`config.mk`:
```
export PLATFORM = sky130hd
export DESIGN_NAME = sha1_message_digest_top
export DESIGN_NICKNAME = d
export VERILOG_FILES = /design/src/rtl/sha1md_pkg.sv /design/src/rtl/sha1md_ctrl.sv /design/src/rtl/sha1md_datapath.sv /design/src/rtl/sha1_message_digest_top.sv
export SDC_FILE = /design/constraint.sdc
export NUM_CORES = 2
export LEC_CHECK = 0
export ABC_CLOCK_PERIOD_IN_PS = 19600
export BUFFER_PORTS_ARGS = -buffer_cell sky130_fd_sc_hd__buf_4
export CORE_AREA = 2 2 368 370
export DETAILED_ROUTE_END_ITERATION = 10
export DIE_AREA = 0 0 370 372
export GPL_TIMING_DRIVEN = 0
export PLACE_DENSITY = 0.69
export SKIP_CTS_REPAIR_TIMING = 1
export SLEW_MARGIN = 25
export SYNTH_ARGS = -nofsm -noshare
export SYNTH_HDL_FRONTEND = slang
export SYNTH_SLANG_ARGS = --single-unit
```
`constraint.sdc`:
```
create_clock -name clk -period 19.6 [get_ports clk]
set_input_delay 5.88 -clock clk [delete_from_list [all_inputs] [get_ports clk]]
set_output_delay 5.88 -clock clk [all_outputs]
set_load 0.02 [all_outputs]
```
`src/rtl/sha1md_pkg.sv`:
```
// ----------------------------------------------------------------------------
// sha1md_pkg
// Shared types and constants of the SHA-1 message digest engine: controller
// states, datapath commands, status and the standard SHA-1 constants.
// ----------------------------------------------------------------------------
package sha1md_pkg;

  // Controller states
  typedef enum logic [2:0] {
    S_IDLE,
    S_PAD80,
    S_ZERO,
    S_LEN,
    S_COMP,
    S_FOLD,
    S_EMIT
  } state_t;

  // Source of the byte shifted into the block register
  typedef enum logic [1:0] {
    SEL_MSG,
    SEL_PAD80,
    SEL_ZERO,
    SEL_LEN
  } byte_sel_t;

  // Commands from controller to datapath
  typedef struct packed {
    logic       shift;
    byte_sel_t  sel;
    logic       load_vars;
    logic       round_en;
    logic [6:0] round;
    logic       fold;
    logic       reinit;
    logic [2:0] word_idx;
  } cmd_t;

  // Status from datapath to controller
  typedef struct packed {
    logic [5:0] pos;
  } status_t;

  // Byte positions inside a 64-byte block
  localparam logic [5:0] POS_LAST = 6'd63;
  localparam logic [5:0] POS_LEN  = 6'd56;

  // Round and word counts
  localparam logic [6:0] ROUND_LAST = 7'd79;
  localparam logic [6:0] ROUND_G1   = 7'd20;
  localparam logic [6:0] ROUND_G2   = 7'd40;
  localparam logic [6:0] ROUND_G3   = 7'd60;
  localparam logic [2:0] WORD_LAST  = 3'd4;

  // Initial chaining values
  localparam logic [31:0] H_INIT [5] = '{
    32'h67452301, 32'hEFCDAB89, 32'h98BADCFE, 32'h10325476, 32'hC3D2E1F0
  };

  // Round constants
  localparam logic [31:0] K0 = 32'h5A827999;
  localparam logic [31:0] K1 = 32'h6ED9EBA1;
  localparam logic [31:0] K2 = 32'h8F1BBCDC;
  localparam logic [31:0] K3 = 32'hCA62C1D6;

endpackage

```
`src/rtl/sha1md_ctrl.sv`:
```
// ----------------------------------------------------------------------------
// sha1md_ctrl
// Sequencer of the digest engine: takes input items, runs padding, the 80
// compression rounds, the chaining fold and the five-word digest output.
// ----------------------------------------------------------------------------
module sha1md_ctrl (
  input  logic               clk,
  input  logic               rst,
  input  logic               in_valid,
  output logic               in_stall,
  input  logic               has_byte,
  input  logic               end_of_message,
  output logic               out_valid,
  input  logic               out_stall,
  output logic [2:0]         word_number,
  output logic               last_word,
  input  sha1md_pkg::status_t st,
  output sha1md_pkg::cmd_t    cmd
);

  sha1md_pkg::state_t state, state_next;
  sha1md_pkg::state_t ret, ret_next;
  logic [6:0] rnd, rnd_next;
  logic [2:0] idx, idx_next;

  // State registers
  always_ff @(posedge clk) begin
    if (rst) begin
      state <= sha1md_pkg::S_IDLE;
      ret   <= sha1md_pkg::S_IDLE;
      rnd   <= '0;
      idx   <= '0;
    end else begin
      state <= state_next;
      ret   <= ret_next;
      rnd   <= rnd_next;
      idx   <= idx_next;
    end
  end

  assign word_number = idx;
  assign last_word   = (idx == sha1md_pkg::WORD_LAST);

  // Next state and commands
  always_comb begin
    state_next   = state;
    ret_next     = ret;
    rnd_next     = rnd;
    idx_next     = idx;
    in_stall     = 1'b1;
    out_valid    = 1'b0;
    cmd          = '0;
    cmd.sel      = sha1md_pkg::SEL_MSG;
    cmd.round    = rnd;
    cmd.word_idx = idx;

    case (state)
      sha1md_pkg::S_IDLE: begin
        in_stall = 1'b0;
        if (in_valid) begin
          cmd.shift = has_byte;
          if (has_byte && st.pos == sha1md_pkg::POS_LAST) begin
            // block filled: compress, then pad if the message ends here
            state_next    = sha1md_pkg::S_COMP;
            ret_next      = end_of_message ? sha1md_pkg::S_PAD80 : sha1md_pkg::S_IDLE;
            cmd.load_vars = 1'b1;
            rnd_next      = '0;
          end else if (end_of_message) begin
            state_next = sha1md_pkg::S_PAD80;
          end
        end
      end

      sha1md_pkg::S_PAD80: begin
        cmd.shift = 1'b1;
        cmd.sel   = sha1md_pkg::SEL_PAD80;
        if (st.pos == sha1md_pkg::POS_LAST) begin
          state_next    = sha1md_pkg::S_COMP;
          ret_next      = sha1md_pkg::S_ZERO;
          cmd.load_vars = 1'b1;
          rnd_next      = '0;
        end else begin
          state_next = sha1md_pkg::S_ZERO;
        end
      end

      sha1md_pkg::S_ZERO: begin
        // zero fill up to the length field
        if (st.pos == sha1md_pkg::POS_LEN) begin
          state_next = sha1md_pkg::S_LEN;
        end else begin
          cmd.shift = 1'b1;
          cmd.sel   = sha1md_pkg::SEL_ZERO;
          if (st.pos == sha1md_pkg::POS_LAST) begin
            state_next    = sha1md_pkg::S_COMP;
            ret_next      = sha1md_pkg::S_ZERO;
            cmd.load_vars = 1'b1;
            rnd_next      = '0;
          end
        end
      end

      sha1md_pkg::S_LEN: begin
        cmd.shift = 1'b1;
        cmd.sel   = sha1md_pkg::SEL_LEN;
        if (st.pos == sha1md_pkg::POS_LAST) begin
          state_next    = sha1md_pkg::S_COMP;
          ret_next      = sha1md_pkg::S_EMIT;
          cmd.load_vars = 1'b1;
          rnd_next      = '0;
        end
      end

      sha1md_pkg::S_COMP: begin
        cmd.round_en = 1'b1;
        rnd_next     = rnd + 7'd1;
        if (rnd == sha1md_pkg::ROUND_LAST) begin
          state_next = sha1md_pkg::S_FOLD;
        end
      end

      sha1md_pkg::S_FOLD: begin
        cmd.fold   = 1'b1;
        state_next = ret;
        if (ret == sha1md_pkg::S_EMIT) begin
          idx_next = '0;
        end
      end

      sha1md_pkg::S_EMIT: begin
        out_valid = 1'b1;
        if (!out_stall) begin
          if (idx == sha1md_pkg::WORD_LAST) begin
            cmd.reinit = 1'b1;
            state_next = sha1md_pkg::S_IDLE;
          end else begin
            idx_next = idx + 3'd1;
          end
        end
      end

      default: begin
        state_next = sha1md_pkg::S_IDLE;
      end
    endcase
  end

endmodule

```
`src/rtl/sha1md_datapath.sv`:
```
// ----------------------------------------------------------------------------
// sha1md_datapath
// Block register (doubles as the rolling message schedule), bit counter,
// working variables, one SHA-1 round per cycle and the chaining values.
// ----------------------------------------------------------------------------
module sha1md_datapath (
  input  logic                clk,
  input  logic                rst,
  input  logic [7:0]          data_byte,
  input  sha1md_pkg::cmd_t    cmd,
  output sha1md_pkg::status_t st,
  output logic [31:0]         digest_word
);

  logic [511:0] blk;
  logic [63:0]  bit_count;
  logic [5:0]   pos;
  logic [31:0]  chain [5];
  logic [31:0]  va, vb, vc, vd, ve;

  logic [7:0]   byte_in;
  logic [31:0]  w0, w2, w8, w13, wx, wnew;
  logic [31:0]  f, k, tmp;

  assign st.pos = pos;

  // Byte entering the block
  always_comb begin
    case (cmd.sel)
      sha1md_pkg::SEL_MSG:   byte_in = data_byte;
      sha1md_pkg::SEL_PAD80: byte_in = 8'h80;
      sha1md_pkg::SEL_ZERO:  byte_in = 8'h00;
      sha1md_pkg::SEL_LEN:   byte_in = bit_count[63:56];
      default:               byte_in = 8'h00;
    endcase
  end

  // Schedule taps: word i sits at blk[511-32i -: 32]
  assign w0   = blk[511:480];
  assign w2   = blk[447:416];
  assign w8   = blk[255:224];
  assign w13  = blk[95:64];
  assign wx   = w13 ^ w8 ^ w2 ^ w0;
  assign wnew = {wx[30:0], wx[31]};

  // Round function and constant
  always_comb begin
    if (cmd.round < sha1md_pkg::ROUND_G1) begin
      f = (vb & vc) | (~vb & vd);
      k = sha1md_pkg::K0;
    end else if (cmd.round < sha1md_pkg::ROUND_G2) begin
      f = vb ^ vc ^ vd;
      k = sha1md_pkg::K1;
    end else if (cmd.round < sha1md_pkg::ROUND_G3) begin
      f = (vb & vc) | (vb & vd) | (vc & vd);
      k = sha1md_pkg::K2;
    end else begin
      f = vb ^ vc ^ vd;
      k = sha1md_pkg::K3;
    end
  end

  assign tmp = {va[26:0], va[31:27]} + f + ve + k + w0;

  // Block register: byte shift on load, word rotate with expansion per round
  always_ff @(posedge clk) begin
    if (cmd.shift) begin
      blk <= {blk[503:0], byte_in};
    end else if (cmd.round_en) begin
      blk <= {blk[479:0], wnew};
    end
  end

  // Byte position and message bit count
  always_ff @(posedge clk) begin
    if (rst) begin
      pos       <= '0;
      bit_count <= '0;
    end else begin
      if (cmd.shift) begin
        pos <= pos + 6'd1;
      end
      if (cmd.shift && cmd.sel == sha1md_pkg::SEL_MSG) begin
        bit_count <= bit_count + 64'd8;
      end else if (cmd.shift && cmd.sel == sha1md_pkg::SEL_LEN) begin
        // length leaves MSB first; eight bytes leave the counter at zero
        bit_count <= {bit_count[55:0], 8'h00};
      end
    end
  end

  // Working variables
  always_ff @(posedge clk) begin
    if (cmd.load_vars) begin
      va <= chain[0];
      vb <= chain[1];
      vc <= chain[2];
      vd <= chain[3];
      ve <= chain[4];
    end else if (cmd.round_en) begin
      va <= tmp;
      vb <= va;
      vc <= {vb[1:0], vb[31:2]};
      vd <= vc;
      ve <= vd;
    end
  end

  // Chaining values
  always_ff @(posedge clk) begin
    if (rst || cmd.reinit) begin
      for (int i = 0; i < 5; i++) begin
        chain[i] <= sha1md_pkg::H_INIT[i];
      end
    end else if (cmd.fold) begin
      chain[0] <= chain[0] + va;
      chain[1] <= chain[1] + vb;
      chain[2] <= chain[2] + vc;
      chain[3] <= chain[3] + vd;
      chain[4] <= chain[4] + ve;
    end
  end

  // Digest word select
  always_comb begin
    case (cmd.word_idx)
      3'd0:    digest_word = chain[0];
      3'd1:    digest_word = chain[1];
      3'd2:    digest_word = chain[2];
      3'd3:    digest_word = chain[3];
      default: digest_word = chain[4];
    endcase
  end

endmodule

```
`src/rtl/sha1_message_digest_top.sv`:
```
// Input: a byte item is taken only while the controller is idle; a byte that fills a 64-byte
//   block starts its compression (80 rounds of one shared round unit, then the chaining fold).
// End of message: padding and one or two block compressions, then five digest words,
//   one per cycle when not stalled. One item at a time.
// Reset (rst, synchronous): chaining values to the SHA-1 initial values,
//   byte position and bit count to zero, controller idle. No clearing pass.
// ----------------------------------------------------------------------------
// sha1_message_digest_top
// SHA-1 engine taking one message byte per item and returning the 160-bit
// digest as five 32-bit words at the end of each message.
// ----------------------------------------------------------------------------
module sha1_message_digest_top (
  input  logic        clk,
  input  logic        rst,
  input  logic        in_valid,
  output logic        in_stall,
  input  logic [7:0]  data_byte,
  input  logic        has_byte,
  input  logic        end_of_message,
  output logic        out_valid,
  input  logic        out_stall,
  output logic [31:0] digest_word,
  output logic [2:0]  word_number,
  output logic        last_word
);

  sha1md_pkg::cmd_t    cmd;
  sha1md_pkg::status_t st;

  // Controller
  sha1md_ctrl u_ctrl (
    .clk            (clk),
    .rst            (rst),
    .in_valid       (in_valid),
    .in_stall       (in_stall),
    .has_byte       (has_byte),
    .end_of_message (end_of_message),
    .out_valid      (out_valid),
    .out_stall      (out_stall),
    .word_number    (word_number),
    .last_word      (last_word),
    .st             (st),
    .cmd            (cmd)
  );

  // Datapath
  sha1md_datapath u_datapath (
    .clk         (clk),
    .rst         (rst),
    .data_byte   (data_byte),
    .cmd         (cmd),
    .st          (st),
    .digest_word (digest_word)
  );

endmodule

```
==> run_results.csv <==
group,metric,value,unit
outcome,status,"finished clean",
placement,portBuffers,51,
sta,fmax,96.8,MHz
cts,cts_root_buf,"clkbuf_16",
sta,layout_min_cycle_time,10.33,ns
grt,grt_usage,24.0,%
logic_synthesis,synthArstFlopShare,0,%
sta,setup_slack,9.27,ns
floorplan,start_util,39.7,%
route,drtAntennaViolNets,0,
setup_path,rr_worst_depth,22,
route,viasPerCell,5.60,
logic_synthesis,synth_flop_cell,"edfxtp_1",
logic_synthesis,yosys_warnings,0,
final_layout,synthToLayoutAreaGrowth,12.2,%
floorplan,die-area,138000,µm²
grt,antenna_found_initial,2,
setup_path,crit_required,13.72,ns
setup_path,critPathKind,"flip-flop to output pin",
placement,dp_slack,9.73,ns
power,total_power,6.02,mW
setup_path,cp_num_cells,9,
route,vias,43100,
setup_path,cp.buffers_inverters,4,
grt,grt_pass1_vias,41100,
cts,cts_tree,"built",
logic_synthesis,synth_cell_types,85,
logic_synthesis,syn-instance-count,5657,
floorplan,dieWidth,370,µm
setup_path,worstPathArrival,4.45,ns
logic_synthesis,syn_area_per_cell,9.41,µm²
logic_synthesis,synth.area.top_cells,"edfxtp_1 47%, nand2_1 14%, ha_1 5.4%",
logic_synthesis,ys_ff_latch,915,
final_layout,drive_gt1_share,4.36,%
sta,worst_pin_slew,1.11,ns
route,wl_per_cell,21.9,µm
setup_path,crit_top_cell,"clkbuf_1",
sta,slew_headroom,25.9,%
route,drtPass1Iterations,6,
logic_synthesis,synth_nets,6024,
placement,dpl_cell_area,56700,µm²
floorplan,coreArea,134000,µm²
floorplan,fp-row-count,135,
run,max_cap_viol_count,0,
cts,h-tree-depth,3,
setup_path,startpoint_type,"flip-flop",
placement,dpl.cell_count,7520,
sta,skew,0.0296,ns
sta,finalHoldViolations,0,
sta,slew_viol_final,0,
grt,grt_pass1_wl,251,mm
sta,setup_viol,0,
logic_synthesis,netlist.area_leader.share,46.9,%
cts,cts_made_buffers,97,
sta,finalCritPeriodShare,52.7,%
setup_path,rr_endpoint,"u_datapath.va[31]",
logic_synthesis,ys_seq_area_share,50.0,%
route,drc_errors,0,
setup_path,path_max_fanout,10,
grt,grt-ovfl-total,0,
final_layout,nNetsFinal,6205,
logic_synthesis,synth_top_cell_by_area,"edfxtp_1",
final_layout,fillers,12700,
placement,place.gp.congestion,0.964,
cts,clk_pin_slew_worst_paths,0.07,ns
floorplan,die_h,372,µm
hold_path,min_path_type,"flip-flop to flip-flop",
final_layout,finalNonFillerCells,7700,
setup_path,rrSetupSlack,11.40,ns
floorplan,ios,52,
power,p_leak,24.5,nW
setup_path,crit_end,"digest_word[17]",
setup_path,r2r-start,"u_ctrl.rnd[3]",
route,drtIter0Drc,5052,
setup_path,max_stage_delay,0.65,ns
final_layout,fin_area,59800,µm²
power,max-vdd-ir-drop,0.0000806,V
setup_path,endpoint_kind,"output pin",
sta,rsz0062_at_grt,"no",
route,routed_wl,168,mm
power,power_density,101,nW/µm²
setup_path,cpMaxStageDelayCell,"clkbuf_1",
setup_path,cp_top_family,"buffers and inverters",
cts,clock_latency,0.73,ns
logic_synthesis,syn_area,53300,µm²
setup_path,crit_chain,"ha_1 > nor2b_1 > clkbuf_1 > or4_1 > clkbuf_1 > clkbuf_1 > nor2_1 > a31oi_1 > buf_4",
placement,dp_hpwl,129,mm
grt,grt_max_degree,56,
logic_synthesis,synth-edff-count,832,
cts,clock-sinks,915,
cts,cts_max_path_buffers,3,
setup_path,crit_path_start,"u_ctrl.word_number[0]",
Yosys cell counts, types with 8 or more instances:
library cell,number
nand2_1,2031
edfxtp_1,832
nor2_1,327
clkbuf_1,246
ha_1,229
inv_1,216
a21oi_1,211
o21ai_0,208
xnor2_1,161
fa_1,124
xor2_1,89
a21o_1,87
dfxtp_1,83
a31oi_1,77
a22oi_1,70
nor2b_1,62
nor3_1,56
nand3_1,53
and3_1,40
a211oi_1,38
nand4_1,38
o21a_1,27
nand2b_1,25
o21bai_1,24
and2_1,23
o32ai_1,20
or3_1,20
o211ai_1,18
mux2i_1,16
nor4_1,16
o31ai_1,13
and4_1,9
a2111oi_0,8
a222oi_1,8
a32oi_1,8
layer usage:
layer,share of wire (%),vias to the layer above,track usage [%]
met5,0.0077,-,0
met4,4.6,2,10.2
met3,8.7,356,3.92
met2,46,2065,39.0
met1,40,20800,31.8
li1,-,19900,-
layout make-up:
type | count | area, µm² | share of cell area [%]
antenna | 4 | 10.0 | 0.0168
buffer | 259 | 998 | 1.67
clock buffer | 121 | 2540 | 4.25
clock inverter | 55 | 529 | 0.886
inverter | 217 | 815 | 1.36
multi-input combinational | 4266 | 24800 | 41.6
sequential | 915 | 26600 | 44.6
tap | 1781 | 2230 | 3.73
timing repair buffer | 82 | 1150 | 1.93
through the flow:
stage | util, % | hold slack (ns) | setup TNS (ns)
2_1_floorplan | - | 0.454 | 0
3_3_place_gp | 41.6 | 0.466 | -2843.21
3_5_place_dp | 42.2 | 0.489 | 0
4_1_cts | 44.5 | 0.499 | 0
5_1_grt | 44.5 | 0.528 | 0
6_report | 44.5 | 0.504 | 0
how the worst min path moves through the flow:
| stage | from | to | slack, ns | depth (start not counted) |
|---|---|---|---|---|
| finish | u_ctrl.rnd[0] | u_ctrl.rnd[0] | 0.50 | 1 |
| global route | u_datapath.bit_count[42] | u_datapath.bit_count[42] | 0.53 | 2 |
| CTS | u_datapath.bit_count[42] | u_datapath.bit_count[42] | 0.50 | 2 |
| detailed placement | u_ctrl.ret[0] | u_ctrl.ret[0] | 0.49 | 2 |
| global placement | u_datapath.st[5] | u_datapath.st[5] | 0.47 | 2 |
| floorplan | u_datapath.st[5] | u_datapath.st[5] | 0.45 | 2 |
state kept, by name, indices dropped and copies added (netlist names), 32 cells and up:
| register | count |
|---|---|
| u_datapath.bit_count | 61 |
| u_datapath.va | 32 |
| u_datapath.vd | 32 |
| u_datapath.vc | 32 |
| u_datapath.blk | 512 |
| u_datapath.ve | 32 |
| u_datapath.chain | 160 |
| u_datapath.vb | 32 |
placed cells by master (no fill, tap or decap), drive strengths merged, types with 21 or more instances in the layout:
master,Yosys,routed
a211oi,38,38
a21o,87,87
a21oi,212,212
a22oi,70,70
a31oi,77,77
and2,23,23
and3,40,40
buf,13,95
clkbuf,246,367
clkinv,1,47
dfxtp,83,83
edfxtp,832,832
fa,124,124
ha,229,229
inv,216,220
nand2,2031,2031
nand2b,25,25
nand3,54,54
nand4,38,38
nor2,327,327
nor2b,62,62
nor3,59,59
o21a,27,27
o21ai,213,213
o21bai,24,24
or3,21,21
xnor2,161,161
xor2,89,89
cell families (layout without fill, tap and decap cells):
group	Yosys count	in the layout	share of synthesized area [%]
multiplexers	17	17	0.322
flip-flops	915	915	50.0
XOR/XNOR	250	250	4.11
AO/OA/AOI/OAI	908	908	11.1
AND/OR/NAND/NOR	2738	2738	21.0
buffers and inverters	476	734	3.39
adder cells (fa/ha/maj)	353	353	10.0
other	0	4	0
power breakdown:
| group | internal, mW | leakage (nW) | switching [mW] | total (mW) |
|---|---|---|---|---|
| Combinational | 0.455 | 14.3 | 0.827 | 1.28 |
| Clock | 0.994 | 1.49 | 0.841 | 1.83 |
| Sequential | 2.63 | 8.77 | 0.276 | 2.90 |
| Total | 4.07 | 24.5 | 1.94 | 6.02 |
Note: power is estimated with default switching activity, not from simulation.
